### config.mk
export PLATFORM = sky130hd
export DESIGN_NAME = led_panel_framebuffer_scan_core
export DESIGN_NICKNAME = d
export VERILOG_FILES = /design/src/hdl/lpfs_pkg.sv /design/src/hdl/lpfs_ram.sv /design/src/hdl/lpfs_store.sv /design/src/hdl/lpfs_outbuf.sv /design/src/hdl/led_panel_framebuffer_scan_core.sv
export SDC_FILE = /design/constraint.sdc
export NUM_CORES = 1
export LEC_CHECK = 0
export ABC_AREA = 1
export BUFFER_PORTS_ARGS = -buffer_cell sky130_fd_sc_hd__buf_2
export CORE_MARGIN = 4
export CORE_UTILIZATION = 50
export CTS_BUF_LIST = sky130_fd_sc_hd__clkbuf_16
export DETAILED_ROUTE_END_ITERATION = 7
export GPL_TIMING_DRIVEN = 1
export PLACE_DENSITY = 0.64
export SYNTH_ARGS = -nofsm -noshare
export SYNTH_HDL_FRONTEND = slang
export SYNTH_SLANG_ARGS = --single-unit
### constraint.sdc
create_clock -name clk -period 17.9 [get_ports clk]
set_clock_uncertainty 0.2 [all_clocks]
set_input_delay 2.685 -clock clk [delete_from_list [all_inputs] [get_ports clk]]
set_output_delay 2.685 -clock clk [all_outputs]
set_load 0.005 [all_outputs]
### src/hdl/lpfs_pkg.sv
// Shared types and constants for the LED panel frame store and scan core.
// No dependencies; used by lpfs_store, lpfs_outbuf and the top level.
`timescale 1ns / 1ps
`default_nettype none

package lpfs_pkg;

	localparam int FRAME_BYTES = 64;
	localparam int ADDR_W      = 6;

	localparam logic [2:0] OP_PIXEL  = 3'd0;
	localparam logic [2:0] OP_FILL   = 3'd1;
	localparam logic [2:0] OP_BYTE   = 3'd2;
	localparam logic [2:0] OP_SCROLL = 3'd3;
	localparam logic [2:0] OP_SCAN   = 3'd4;

	typedef struct packed {
		logic              en;
		logic [ADDR_W-1:0] addr;
	} rd_req_t;

	typedef struct packed {
		logic              en;
		logic [ADDR_W-1:0] addr;
		logic [7:0]        data;
	} wr_req_t;

	typedef struct packed {
		logic       last;
		logic       latch_strobe;
		logic [1:0] row_select;
		logic [7:0] shift_byte;
	} out_word_t;

endpackage

`default_nettype wire

### src/hdl/lpfs_ram.sv
// Generic single-clock RAM: one write port, one read port, registered read.
// No dependencies.
`timescale 1ns / 1ps
`default_nettype none

module lpfs_ram #(
	parameter int WIDTH = 8,
	parameter int DEPTH = 64
) (
	input  wire logic                     clk,
	input  wire logic                     we,
	input  wire logic [$clog2(DEPTH)-1:0] waddr,
	input  wire logic [WIDTH-1:0]         wdata,
	input  wire logic                     re,
	input  wire logic [$clog2(DEPTH)-1:0] raddr,
	output      logic [WIDTH-1:0]         rdata
);

	logic [WIDTH-1:0] mem [DEPTH];
	logic [WIDTH-1:0] rdata_q;

	always_ff @(posedge clk) begin
		if (we) begin
			mem[waddr] <= wdata;
		end
		if (re) begin
			rdata_q <= mem[raddr];
		end
	end

	assign rdata = rdata_q;

endmodule

`default_nettype wire

### src/hdl/lpfs_store.sv
// Frame store: RAM plus per-entry valid bits and a fill value for unwritten entries.
// Depends on lpfs_pkg and lpfs_ram.
`timescale 1ns / 1ps
`default_nettype none

module lpfs_store #(
	parameter int FRAME_BYTES = lpfs_pkg::FRAME_BYTES
) (
	input  wire logic              clk,
	input  wire logic              arst_n,
	input  wire lpfs_pkg::rd_req_t rd,
	input  wire lpfs_pkg::wr_req_t wr,
	input  wire logic              fill_en,
	input  wire logic [7:0]        fill_value,
	output      logic [7:0]        rdata
);

	logic [FRAME_BYTES-1:0] valid_q;
	logic [7:0]             fill_q;
	logic                   hit_s1;
	logic [7:0]             ram_rdata;

	lpfs_ram #(
		.WIDTH(8),
		.DEPTH(FRAME_BYTES)
	) u_ram (
		.clk  (clk),
		.we   (wr.en),
		.waddr(wr.addr),
		.wdata(wr.data),
		.re   (rd.en),
		.raddr(rd.addr),
		.rdata(ram_rdata)
	);

	always_ff @(posedge clk or negedge arst_n) begin
		if (!arst_n) begin
			valid_q <= '0;
			fill_q  <= '0;
		end else if (fill_en) begin
			valid_q <= '0;
			fill_q  <= fill_value;
		end else if (wr.en) begin
			valid_q[wr.addr] <= 1'b1;
		end
	end

	always_ff @(posedge clk) begin
		if (rd.en) begin
			hit_s1 <= valid_q[rd.addr];
		end
	end

	assign rdata = hit_s1 ? ram_rdata : fill_q;

`ifndef SYNTHESIS
	a_no_same_entry_rw: assert property (@(posedge clk) disable iff (!arst_n)
		!(rd.en && wr.en && rd.addr == wr.addr))
		else $error("read and write of the same store entry in one cycle");

	a_no_fill_with_write: assert property (@(posedge clk) disable iff (!arst_n)
		!(fill_en && (wr.en || rd.en)))
		else $error("fill overlaps a store access");
`endif

endmodule

`default_nettype wire

### src/hdl/lpfs_outbuf.sv
// Two-word output buffer (output register plus skid) for scan words.
// Depends on lpfs_pkg; reports whether one more read may be issued.
`timescale 1ns / 1ps
`default_nettype none

module lpfs_outbuf (
	input  wire logic                clk,
	input  wire logic                arst_n,
	input  wire logic                push,
	input  wire lpfs_pkg::out_word_t push_word,
	output      logic                can_issue,
	output      logic                m_tvalid,
	input  wire logic                m_tready,
	output      logic [7:0]          m_tdata,  // shift_byte[7:0]
	output      logic [2:0]          m_tuser,  // row_select[1:0], latch_strobe[2]
	output      logic                m_tlast
);

	lpfs_pkg::out_word_t out_q;
	lpfs_pkg::out_word_t skid_q;
	logic                out_valid_q;
	logic                skid_valid_q;
	logic                pop;
	logic [1:0]          occ_next;

	assign pop      = out_valid_q && m_tready;
	assign occ_next = {1'b0, out_valid_q} + {1'b0, skid_valid_q} + {1'b0, push}
		- {1'b0, pop};
	assign can_issue = (occ_next <= 2'd1);

	always_ff @(posedge clk or negedge arst_n) begin
		if (!arst_n) begin
			out_valid_q  <= 1'b0;
			skid_valid_q <= 1'b0;
		end else if (pop) begin
			if (skid_valid_q) begin
				skid_valid_q <= push;
			end else begin
				out_valid_q <= push;
			end
		end else if (!out_valid_q) begin
			out_valid_q <= push;
		end else if (push) begin
			skid_valid_q <= 1'b1;
		end
	end

	always_ff @(posedge clk) begin
		if (pop) begin
			if (skid_valid_q) begin
				out_q <= skid_q;
				if (push) begin
					skid_q <= push_word;
				end
			end else if (push) begin
				out_q <= push_word;
			end
		end else if (!out_valid_q) begin
			if (push) begin
				out_q <= push_word;
			end
		end else if (push) begin
			skid_q <= push_word;
		end
	end

	assign m_tvalid = out_valid_q;
	assign m_tdata  = out_q.shift_byte;
	assign m_tuser  = {out_q.latch_strobe, out_q.row_select};
	assign m_tlast  = out_q.last;

`ifndef SYNTHESIS
	a_no_overflow: assert property (@(posedge clk) disable iff (!arst_n)
		push |-> !(out_valid_q && skid_valid_q && !pop))
		else $error("scan word pushed into a full output buffer");

	a_skid_behind_out: assert property (@(posedge clk) disable iff (!arst_n)
		skid_valid_q |-> out_valid_q)
		else $error("skid word held with an empty output register");
`endif

endmodule

`default_nettype wire

### src/hdl/led_panel_framebuffer_scan_core.sv
// Top level of the LED panel frame store and scan core.
// Depends on lpfs_pkg, lpfs_store (with lpfs_ram) and lpfs_outbuf.
//
// Input words (s_*) carry one operation each: pixel write, fill, byte write,
// scroll left or frame scan. Output words (m_*) are the 64 bytes of a frame
// scan, inverted, in panel shift order, four row groups of 16 bytes.
// Store work per input word: fill and byte write, done on acceptance; pixel write,
// a read, then a write back through the store's single read and write ports (none
// when the pixel is off the panel); scroll, one store read per byte, 64 bytes,
// write back one byte behind the reads; frame scan, a store read walk gated by
// room in the two-word output buffer.
// m_tvalid for the first scan byte rises after the scan state register, the
// store's registered read and the output register; bytes then follow one per
// cycle while the receiver takes every byte. The last byte carries m_tlast; the
// 16th of each group carries the latch flag.
// When the receiver stalls, the scan walk pauses with the buffer full and
// resumes without loss. A new input word may be accepted while the last scan
// bytes are still waiting in the buffer.
// Reset: the store reads as all zeros at once (per-entry valid bits), with no
// clearing pass; the output buffer empties.
`timescale 1ns / 1ps
`default_nettype none

module led_panel_framebuffer_scan_core #(
	parameter int FRAME_BYTES = lpfs_pkg::FRAME_BYTES
) (
	input  wire logic        clk,
	input  wire logic        arst_n,
	input  wire logic        s_tvalid,
	output      logic        s_tready,
	// pixel_x[7:0], pixel_y[15:8], pixel_bits[31:16], byte_index[37:32],
	// byte_value[45:38], zeros[47:46]
	input  wire logic [47:0] s_tdata,
	input  wire logic [2:0]  s_tuser,  // op[2:0]
	output      logic        m_tvalid,
	input  wire logic        m_tready,
	output      logic [7:0]  m_tdata,  // shift_byte[7:0]
	output      logic [2:0]  m_tuser,  // row_select[1:0], latch_strobe[2]
	output      logic        m_tlast
);

	typedef enum logic [1:0] {ST_IDLE, ST_SCROLL, ST_SCAN} state_t;
	typedef enum logic [1:0] {K_PIX, K_SCRL, K_SCAN} kind_t;

	state_t                        state_q;
	logic [lpfs_pkg::ADDR_W-1:0]   cnt_q;
	logic                          vld_s1;
	kind_t                         kind_s1;
	kind_t                         kind_next;
	logic [lpfs_pkg::ADDR_W-1:0]   addr_s1;
	logic [7:0]                    mask_s1;
	logic                          set_s1;
	logic                          first_s1;
	logic [3:0]                    row_s1;
	logic [1:0]                    rsel_s1;
	logic                          latch_s1;
	logic                          last_s1;
	logic                          carry_q;
	logic [15:0]                   bits_q;

	logic                          accept;
	logic [2:0]                    op;
	logic [7:0]                    pixel_x;
	logic [7:0]                    pixel_y;
	logic [15:0]                   pixel_bits;
	logic [5:0]                    byte_index;
	logic [7:0]                    byte_value;
	logic                          in_range;
	logic [7:0]                    pix_mask;

	lpfs_pkg::rd_req_t             rd;
	lpfs_pkg::wr_req_t             wr;
	logic                          fill_en;
	logic [7:0]                    rdata;
	logic                          push;
	lpfs_pkg::out_word_t           push_word;
	logic                          can_issue;

	assign op         = s_tuser;
	assign pixel_x    = s_tdata[7:0];
	assign pixel_y    = s_tdata[15:8];
	assign pixel_bits = s_tdata[31:16];
	assign byte_index = s_tdata[37:32];
	assign byte_value = s_tdata[45:38];

	assign s_tready = (state_q == ST_IDLE) && !vld_s1;
	assign accept   = s_tvalid && s_tready;
	assign in_range = (pixel_x[7:5] == 3'd0) && (pixel_y[7:4] == 4'd0);
	assign pix_mask = 8'h80 >> pixel_x[2:0];

	always_comb begin
		rd        = '0;
		wr        = '0;
		fill_en   = 1'b0;
		kind_next = K_PIX;
		case (state_q)
			ST_IDLE: begin
				if (accept && op == lpfs_pkg::OP_PIXEL && in_range) begin
					rd.en   = 1'b1;
					rd.addr = {pixel_x[4], pixel_y[3:0], pixel_x[3]};
				end
			end
			ST_SCROLL: begin
				rd.en     = 1'b1;
				rd.addr   = {~cnt_q[1], cnt_q[5:2], ~cnt_q[0]};
				kind_next = K_SCRL;
			end
			ST_SCAN: begin
				rd.en     = can_issue;
				rd.addr   = {cnt_q[3], ~cnt_q[1:0], cnt_q[5:4], cnt_q[2]};
				kind_next = K_SCAN;
			end
			default: begin
				rd.en = 1'b0;
			end
		endcase

		if (accept && op == lpfs_pkg::OP_BYTE) begin
			wr.en   = 1'b1;
			wr.addr = byte_index;
			wr.data = byte_value;
		end
		fill_en = accept && op == lpfs_pkg::OP_FILL;

		if (vld_s1) begin
			case (kind_s1)
				K_PIX: begin
					wr.en   = 1'b1;
					wr.addr = addr_s1;
					wr.data = set_s1 ? (rdata | mask_s1) : (rdata & ~mask_s1);
				end
				K_SCRL: begin
					wr.en   = 1'b1;
					wr.addr = addr_s1;
					wr.data = {rdata[6:0], first_s1 ? bits_q[row_s1] : carry_q};
				end
				default: begin
					wr.en = wr.en;
				end
			endcase
		end
	end

	assign push      = vld_s1 && kind_s1 == K_SCAN;
	assign push_word = '{last: last_s1, latch_strobe: latch_s1, row_select: rsel_s1,
		shift_byte: ~rdata};

	always_ff @(posedge clk or negedge arst_n) begin
		if (!arst_n) begin
			state_q <= ST_IDLE;
			cnt_q   <= '0;
			vld_s1  <= 1'b0;
			kind_s1 <= K_PIX;
		end else begin
			vld_s1 <= rd.en;
			if (rd.en) begin
				kind_s1 <= kind_next;
			end
			case (state_q)
				ST_IDLE: begin
					if (accept) begin
						cnt_q <= '0;
						if (op == lpfs_pkg::OP_SCROLL) begin
							state_q <= ST_SCROLL;
						end else if (op == lpfs_pkg::OP_SCAN) begin
							state_q <= ST_SCAN;
						end
					end
				end
				ST_SCROLL: begin
					cnt_q <= cnt_q + 1'b1;
					if (&cnt_q) begin
						state_q <= ST_IDLE;
					end
				end
				ST_SCAN: begin
					if (rd.en) begin
						cnt_q <= cnt_q + 1'b1;
						if (&cnt_q) begin
							state_q <= ST_IDLE;
						end
					end
				end
				default: begin
					state_q <= ST_IDLE;
				end
			endcase
		end
	end

	always_ff @(posedge clk) begin
		if (rd.en) begin
			addr_s1  <= rd.addr;
			mask_s1  <= pix_mask;
			set_s1   <= |pixel_bits[7:0];
			first_s1 <= (cnt_q[1:0] == 2'd0);
			row_s1   <= cnt_q[5:2];
			rsel_s1  <= cnt_q[5:4];
			latch_s1 <= &cnt_q[3:0];
			last_s1  <= &cnt_q;
		end
		if (vld_s1 && kind_s1 == K_SCRL) begin
			carry_q <= rdata[7];
		end
		if (accept && op == lpfs_pkg::OP_SCROLL) begin
			bits_q <= pixel_bits;
		end
	end

	lpfs_store #(
		.FRAME_BYTES(FRAME_BYTES)
	) u_store (
		.clk       (clk),
		.arst_n    (arst_n),
		.rd        (rd),
		.wr        (wr),
		.fill_en   (fill_en),
		.fill_value(byte_value),
		.rdata     (rdata)
	);

	lpfs_outbuf u_outbuf (
		.clk      (clk),
		.arst_n   (arst_n),
		.push     (push),
		.push_word(push_word),
		.can_issue(can_issue),
		.m_tvalid (m_tvalid),
		.m_tready (m_tready),
		.m_tdata  (m_tdata),
		.m_tuser  (m_tuser),
		.m_tlast  (m_tlast)
	);

`ifndef SYNTHESIS
	a_scroll_ends: assert property (@(posedge clk) disable iff (!arst_n)
		(state_q == ST_SCROLL && (&cnt_q)) |=>
		(state_q == ST_IDLE && vld_s1 && kind_s1 == K_SCRL))
		else $error("scroll walk did not end with its last write back");

	a_pixel_follows_accept: assert property (@(posedge clk) disable iff (!arst_n)
		(vld_s1 && kind_s1 == K_PIX) |-> $past(accept))
		else $error("pixel write back without an accepted word");
`endif

endmodule

`default_nettype wire
* Word-level counts from Yosys, hierarchy flattened
Memories as Yosys holds them, arrays and structs flattened. A register that Yosys moved wholly into a read port is not among the register bits. Cells that the tools add are included.
Cells by class: equality and inequality tests 14, add/subtract/negate cells 4, mux-type cells 45, bitwise logic cells 8, magnitude comparators 5, shift-type cells 1, reduce and logical (&&, ||, !) cells 31
Operators by type and width (number):
- $mux W64 | 2
- $mux W12 | 8
- $or A64 B64 Y64 | 1
- $pmux W6 S3 | 2
- $mux W15 | 2
- $pmux W14 S2 | 1
- $mux W8 | 2
- $not A8 Y8 | 2
- $lt A6 B7 Y1 const B | 2
- $mux W1 | 14
- $logic_and A1 B1 Y1 | 12
- $mux W6 | 2
- $mux W2 | 5
- $and A8 B8 Y8 | 1
- $or A8 B8 Y8 | 1
- $reduce_or A8 Y1 | 1
- $shr A8 B3 Y8 const A | 1
- $mux W7 | 1
- $add A6 B1 Y6 const B | 1
- $bmux W1 S6 | 1
- $demux W1 S6 | 1
- $eq A3 B2 Y1 const B | 2
- $ge A6 B1 Y1 const B | 1
- $logic_not A2 Y1 | 3
- 28 further kinds | 39
Storage, ports and cells: memories 1, bits in writable memories 512, bits of input ports 55, output and inout port bits 14, bits in registers 151
Memory list:
- u_store.u_ram.mem | words 64, bits a word 8, read ports 1, clocked after memory_dff 1, write ports 1, line lpfs_ram.sv:19 | logic [WIDTH-1:0] mem [DEPTH];

* Logic depth before layout (Yosys ltp)
Gate-level depths: netlist of the first run.
word-level depth 14, gate-level depth with buffers 17

* Cells and area by module
A second synthesis of the first run with hierarchy kept.
Second synthesis, totals: cells, all modules 2664, area total of the unflattened synthesis 28944.0 µm²
Modules (own cells, without submodules):
- lpfs_ram | times used 1, cells each 1805, area each 21419.3 µm²
- lpfs_store | times used 1, cells each 438, area each 3607.2 µm²
- led_panel_framebuffer_scan_core | times used 1, cells each 294, area each 2716.4 µm²
- lpfs_outbuf | times used 1, cells each 127, area each 1201.2 µm²

* Worst setup path before layout of the first run
Ideal clock, no wire load.
path type register to register, start register u_store.hit_s1, end memory u_store.u_ram.mem[0][1], data pin, cell stages (with the launch flop) 7, required time 16.691 ns, data arrival time 5.218 ns, buffers on the path 1, clock period less this slack 6.427 ns, slack 11.473 ns, cells stage by stage edfxtp_1 clkbuf_1 o21ai_0 inv_1 nor2_1 a21oi_1 o311ai_0
Between the ends: word-level cells in the longest chain between the ends 5, elaborated cells on any way between the ends 6, classes of those cells 4 x mux; 2 x bitwise
RTL lines:
- from (decl) | line lpfs_store.sv:20 | logic hit_s1;
- from (signal assigned) | line lpfs_store.sv:50 | hit_s1 <= valid_q[rd.addr];
- $mux W8 * | line lpfs_store.sv:54 | assign rdata = hit_s1 ? ram_rdata : fill_q;
- $and A8 B8 Y8 or $or A8 B8 Y8 (tied branches) | line led_panel_framebuffer_scan_core.sv:130 | wr.data = set_s1 ? (rdata | mask_s1) : (rdata & ~mask_s1);
- $mux W8 | line led_panel_framebuffer_scan_core.sv:130
- $pmux W14 S2 * | line led_panel_framebuffer_scan_core.sv:126 | case (kind_s1)
- $mux W15 * | line led_panel_framebuffer_scan_core.sv:125 | if (vld_s1) begin
- net u_store.u_ram.wdata[1] | line lpfs_ram.sv:13 | input wire logic [WIDTH-1:0] wdata,
- to (decl) | line lpfs_ram.sv:19
Mark *: on every way through the listed nets, which the timed path passes. The rest lies on a longest branch.

* Worst setup path after layout of the first run
start input s_tuser[2], end register u_store.u_ram.rdata_q[3] (netlist: u_store.u_ram.rdata[3]) (read register of u_store.u_ram.mem), data pin
Between the ends: word-level cells in the longest chain between the ends 5, elaborated cells on any way between the ends 6, classes of those cells 3 x mux; 3 x reduce/logical
RTL lines:
- from (decl) | line led_panel_framebuffer_scan_core.sv:34 | input wire logic [2:0] s_tuser,
- $logic_not A3 Y1 * | line led_panel_framebuffer_scan_core.sv:98 | if (accept && op == lpfs_pkg::OP_PIXEL && in_range) begin
- $logic_and A1 B1 Y1 * (2 in a row) | line led_panel_framebuffer_scan_core.sv:98
- $mux W7 * | line led_panel_framebuffer_scan_core.sv:98
- $pmux W6 S3 or $pmux W1 S3 (tied branches) | line led_panel_framebuffer_scan_core.sv:96 | case (state_q)
- to (decl) | line lpfs_ram.sv:20 | logic [WIDTH-1:0] rdata_q;
Every way passes the cells marked *; elsewhere a longest branch is shown, timed or not. A chain may end at the register's enable or synchronous reset.

==> results of run 1 <==
==> cell usage in the layout, fill, tap and decap left out, types with 11 or more instances in the layout <==
cell type    n
nand3_1    602
clkinv_1    18
o21ai_0     69
buf_2       65
clkbuf_16   72
inv_1      396
a21oi_1     15
dfrtp_1     85
edfxtp_1   584
ha_1        11
nand2_1    340
buf_4       34
nor3_1      12
nand3b_1   214
nor2_1     332
==> area by class of cell <==
class	count	area share
clock inverter	56	0.01223
tap	773	0.02917
sequential	669	0.5930
clock buffer	72	0.05434
inverter	385	0.04385
multi-input combinational	1649	0.2499
timing repair buffer	99	0.01751
==> metal layers <==
metal,share of wire,vias up
met4,0.045,0
met5,0,-
li1,-,9760
met3,0.082,175
met2,0.47,861
met1,0.41,10200
==> cells in the mapped netlist, types with 2 or more instances <==
master      n
nor3_1     12
nand3_4     2
clkbuf_1   83
o22ai_1     7
o31ai_1     2
inv_2       7
o311ai_0    6
buf_1      22
nand2_2     2
nand4_1     2
nand3_1   602
ha_1       11
nand3b_1  214
or2_2       2
xor2_1      3
buf_4       2
inv_1     374
dfrtp_1    85
buf_2      47
nor2_1    332
nand2_1   341
a22oi_1     3
edfxtp_1  584
a31oi_1     9
clkinv_1    4
a21oi_1    17
o21ai_0    70
buf_6       8
o211ai_1    2
nor4_1      3
==> path summary, 6_finish.rpt <==
kind	end	cells after the start
max in group asynchronous	u_store.valid_q[27]	2
hold reg to reg	u_outbuf.skid_q[11]	0
setup reg to reg	u_store.u_ram.rdata[3]	16
setup / recovery	u_store.u_ram.rdata[3]	16
min in group asynchronous	u_store.valid_q[1]	1
hold / removal	u_outbuf.skid_q[11]	0
==> where the power goes <==
part / internal (mW) / switching, mW
sequential: 2.08 / 0.0694
clock: 0.814 / 0.593
combinational: 0.314 / 1.04
==> cells by family after synthesis <==
kind of cell,Yosys count
simple gates,1515
buf+inv,547
fa+ha+maj,11
xor+xnor,3
compound gates,120
flops,669
==> critical path: stages <==
cell	delay (ns)
buf_2	0.15
inv_1	0.05
nand2_1	0.10
nor2_4	0.06
nand3_4	0.32
nand2_8	0.48
nand2_4	0.74
buf_4	0.71
buf_4	0.64
nand2_1	0.10
nand3_1	0.10
nand3_1	0.15
nand3_1	0.14
nand3_1	0.15
nand3_1	0.14
nand2_1	0.12
==> flip-flops by register name, indices dropped and copies added, names as in the netlist, 2 cells and up <==
name                 count
u_store.u_ram.mem      512
u_store.valid_q         64
bits_q                  16
u_outbuf.skid_q         12
mask_s1                  8
u_outbuf.m_tdata         8
u_store.fill_q           8
u_store.u_ram.rdata      8
addr_s1                  6
cnt_q                    6
row_s1                   4
u_outbuf.m_tuser         3
kind_s1                  2
state_q                  2
==> impl_metrics.toml, run 1 <==
[run_status]
status = "finished clean"

[yosys]
syn_nets = 2931
synth_mux_area_frac = 0
synth_seq_area_share = 0.6549
netlist_instances = 2865
synth_edf_count = 584
ys.flop_type = "edfxtp_1"
yosys.area_share.adder = 0.004584
async_reset_ff_frac = 0.1271
syn_area_mm2 = 0.03003
synth_area_leader_cell = "edfxtp_1"
synth_top_family_by_area = "simple AND/OR/NAND/NOR gates"
netlist-cell-type-count = 37
synth_area_leaders = "edfxtp_1 (58%), nand3_1 (10%), dfrtp_1 (7.1%)"
synth-seq-cells = 669
syn_area_per_cell_um2 = 10.48
synth_simple_gate_area_share = 0.2445
synth_top_area_frac = 0.5841
synth_compound_area_frac = 0.02254
yosys_warnings = 0
synth_xor_area_frac = 0.0008751

[worst_setup_path]
worst_setup_path_end_kind = "flop"
rrSetupSlack_ns = 12.33
critPathLaunchType = "input port"
crit_arrival_ns = 7.08
crit_type = "in2reg"
cp.required_ns = 18.04
crit_start = "s_tuser[2]"
reg2reg_from = "state_q[0]"
path_max_fanout = 113

[cells_and_area]
synthToLayoutAreaGrowth_pct = 10.44
fin_util = 0.5597
regArea_mm2 = 0.01966
multi_input_area_mm2 = 0.008287
stdcell_count = 3703
drive_gt1_frac = 0.07509
antennaDiodeCount = 0
fin_area_mm2 = 0.03316
fillers = 5011
finalNetCount = 2939

[die]
core-area_mm2 = 0.05924
boundaryPins = 69
die_w_um = 253.1
floorplan.initialDensity = 0.5068
die_h_um = 253.1
rows = 89
die_area_mm2 = 0.06403

[routing]
wl_per_cell_um = 21.55
num_vias = 21000
drc = 0
drt_first_pass_iters = 6
wl_um = 79790
avgViaCountPerCell = 5.671
ant_nets = 0
dr.first_iter.drc_count = 2075

[clocking]
h-tree-depth = 3
cts.hold.buffers_added = 0
clkSinkCount = 669
clk_transition_reported_paths_ns = 0.06
cts-resized-gates = 0
clk_path_buf_depth = 3
clock_latency_ns = 0.61
cts_tree = "yes"
cts_buffers = 69
cts_setup_buffers = 0
root_buffer = "clkbuf_16"

[sta]
slew_violations = 0
maxSlewHeadroom = 0.2395
worst_pin_slew_ns = 1.141
period_share = 0.3879
finalSetupViolations = 0
holdWs_ns = 0.2614
worst_slack_ns = 10.96
finalCriticalPeriod_ns = 6.943
finalHoldViolCount = 0
final.setup.tns_ns = 0
rsz0062_at_grt = "no"
fmax_ghz = 0.1440

[pwr]
power_density_mw_per_mm2 = 148.1
vdd_drop_max_uv = 89.44
power_leakage_nw = 13.32
power_mw = 4.911

[placement]
hpwl_um = 45480
gp_congestion = 0.8443
postPlaceCellArea_mm2 = 0.03095
dpl.cell_count = 3575
dp_slack_ns = 10.41
io_buffers = 66

[global_routing]
overflow = 0
antenna_found_initial = 1
met1_usage = 0.3364
grt_max_degree = 114
use_met3 = 0.04786
grt_util_all_layers = 0.2481
grt_util_met2 = 0.3962
grt_pass1_vias = 20100
grt_pass1_wl_um = 120900
grt.busiest_layer = "met2"

[run]
drv_cap = 0

[worst_hold_path]
hold_class = "reg2reg"
hp-start = "last_s1"
Power figures use the tool's default switching activity.
==> run 2: changes to the inputs <==
--- a/config.mk
+++ b/config.mk
@@ -12,7 +12,7 @@
 export CTS_BUF_LIST = sky130_fd_sc_hd__clkbuf_16
 export DETAILED_ROUTE_END_ITERATION = 7
 export GPL_TIMING_DRIVEN = 1
-export PLACE_DENSITY = 0.64
+export PLACE_DENSITY = 0.67
 export SYNTH_ARGS = -nofsm -noshare
 export SYNTH_HDL_FRONTEND = slang
 export SYNTH_SLANG_ARGS = --single-unit
==> constraint.sdc (replaced) <==
create_clock -name clk -period 6.1 [get_ports clk]
set_clock_uncertainty 0.2 [all_clocks]
set_input_delay 0.915 -clock clk [delete_from_list [all_inputs] [get_ports clk]]
set_output_delay 0.915 -clock clk [all_outputs]
set_load 0.005 [all_outputs]
==> run 2 against run 1 <==
Count of clock-buffer cells in the layout rose by 3. Cell count rose by 0.16%. First-iteration DRC count rose by 16%. Register-to-register slack got worse by 11 ns. Critical path depth fell by 2.
==> impl_metrics.toml, run 2 (synthesis results as in run 1) <==
[routing]
ant_nets = 0
wl_um = 79420
drc = 0
wl_per_cell_um = 21.41
drt_first_pass_iters = 6
dr.first_iter.drc_count = 2402
avgViaCountPerCell = 5.716
num_vias = 21200

[clocking]
clk_transition_reported_paths_ns = 0.06
cts_tree = "yes"
clock_latency_ns = 0.61
clkSinkCount = 669
h-tree-depth = 3
cts_buffers = 71
cts.hold.buffers_added = 0
root_buffer = "clkbuf_16"
cts_setup_buffers = 0
clk_path_buf_depth = 3
cts-resized-gates = 0

[global_routing]
grt_util_all_layers = 0.2473
grt_max_degree = 136
grt_pass1_wl_um = 121400
antenna_found_initial = 0
grt_pass1_vias = 20570
overflow = 0

[pwr]
power_leakage_nw = 13.35
power_density_mw_per_mm2 = 434.5
vdd_drop_max_uv = 240.8

[cells_and_area]
stdcell_count = 3709
mostFrequentLayoutCells = "nand3_1 (602), edfxtp_1 (584), inv_1 (385), nand2_1 (340), nor2_1 (332)"
finalNetCount = 2943
fillers = 4942
drive_gt1_frac = 0.07970
largest_reg_flops = 512
synthToLayoutAreaGrowth_pct = 10.88
reg_top3 = "u_store.u_ram.mem (512), u_store.valid_q (64), bits_q (16)"
final_common_cell = "nand3_1"
top_register = "u_store.u_ram.mem"
antennaDiodeCount = 0

[die]
die_area_mm2 = 0.06403
die_w_um = 253.1
floorplan.initialDensity = 0.5068
core-area_mm2 = 0.05924
rows = 89
boundaryPins = 69
die_h_um = 253.1

[sta]
final.setup.tns_ns = 0
finalCriticalPeriod_ns = 4.479
finalSetupViolations = 0
finalHoldViolCount = 0
maxSlewHeadroom = 0.2200
rsz0062_at_grt = "no"
fmax_ghz = 0.2233
worst_slack_ns = 1.621
slew_violations = 0
worst_pin_slew_ns = 1.170
period_share = 0.7343

[placement]
io_buffers = 66
hpwl_um = 45150
dp_slack_ns = 1.471
dpl.cell_count = 3577
gp_congestion = 0.8893

[worst_setup_path]
crit_path_frequent_cell = "nand3_1"
path_buf_inv = 3
path_max_fanout = 52
rrSetupSlack_ns = 1.62
cp_slowest_cell = "inv_2"
cp_top_family = "simple AND/OR/NAND/NOR gates"
cp.required_ns = 6.25
worstPathCellList = "inv_1 > ha_1 > nand3_4 > nor2_4 > nand3_1 > nand2_1 > nand2_4 > inv_2 > buf_4 > nand3_1 > nand3_1 > nand3_1 > nand3_1 > nand2_1"
worst_setup_path_end_kind = "flop"
max_stage_delay_ns = 0.76
critPathLaunchType = "flop"
crit_arrival_ns = 4.63
crit_type = "reg2reg"

[run]
drv_cap = 0

[run_status]
status = "finished clean"

[worst_hold_path]
hold_class = "in2async"
[run 2: cell count changes in the layout (fill, tap and decap cells not counted)]
cell	before	now
clkinv_1	18	21
clkinvlp_4	0	3
buf_12	0	4
clkbuf_16	72	75
bufinv_16	6	5
clkinv_2	9	16
inv_8	1	2
buf_4	34	32
inv_1	396	385
clkinv_8	1	0
[run 2: routing by layer]
layer,vias up,GRT usage,share of wire
met3,171,0.05002,0.085
met1,10260,0.3352,0.41
met2,987,0.3974,0.47
met4,0,0.09645,0.041
li1,9782,-,-
met5,-,0,0
[run 2: where the power goes]
group / internal (mW) / switching [mW]
sequential: 6.09 / 0.212
clock: 2.44 / 1.78
combinational: 0.939 / 3.00
[run 2: area by class of cell]
class | instances | area, um^2 | area share
Clock buffer | 75 | 1877 | 0.05637
Clock inverter | 57 | 397.9 | 0.01195
Inverter | 385 | 1454 | 0.04367
Multi-Input combinational cell | 1649 | 8287 | 0.2489
Sequential cell | 669 | 19660 | 0.5907
Tap cell | 773 | 967.2 | 0.02905
Timing Repair Buffer | 101 | 645.6 | 0.01939
[run 2: path summary, 6_finish.rpt]
kind	endpoint	depth (start not counted)	start
max	u_store.u_ram.rdata[5]	14	state_q[0]
min	u_store.valid_q[16]	1	arst_n
max reg2reg	u_store.u_ram.rdata[5]	14	state_q[0]
min reg2reg	u_outbuf.skid_q[11]	0	last_s1
max in group asynchronous	u_store.valid_q[40]	2	arst_n
min in group clk	u_outbuf.skid_q[11]	0	last_s1
[run 2: per-stage QoR]
step	utilization	hold WS [ns]	cell area (um^2)	power, mW
2_1_floorplan	-	0.2268	30030	8.820
4_1_cts	0.5620	0.1784	33290	14.48
3_5_place_dp	0.5236	0.2542	31020	10.28
3_3_place_gp	0.5236	0.2417	31020	10.16
5_1_grt	0.5620	0.2171	33290	15.12
6_report	0.5620	0.1802	33290	14.47
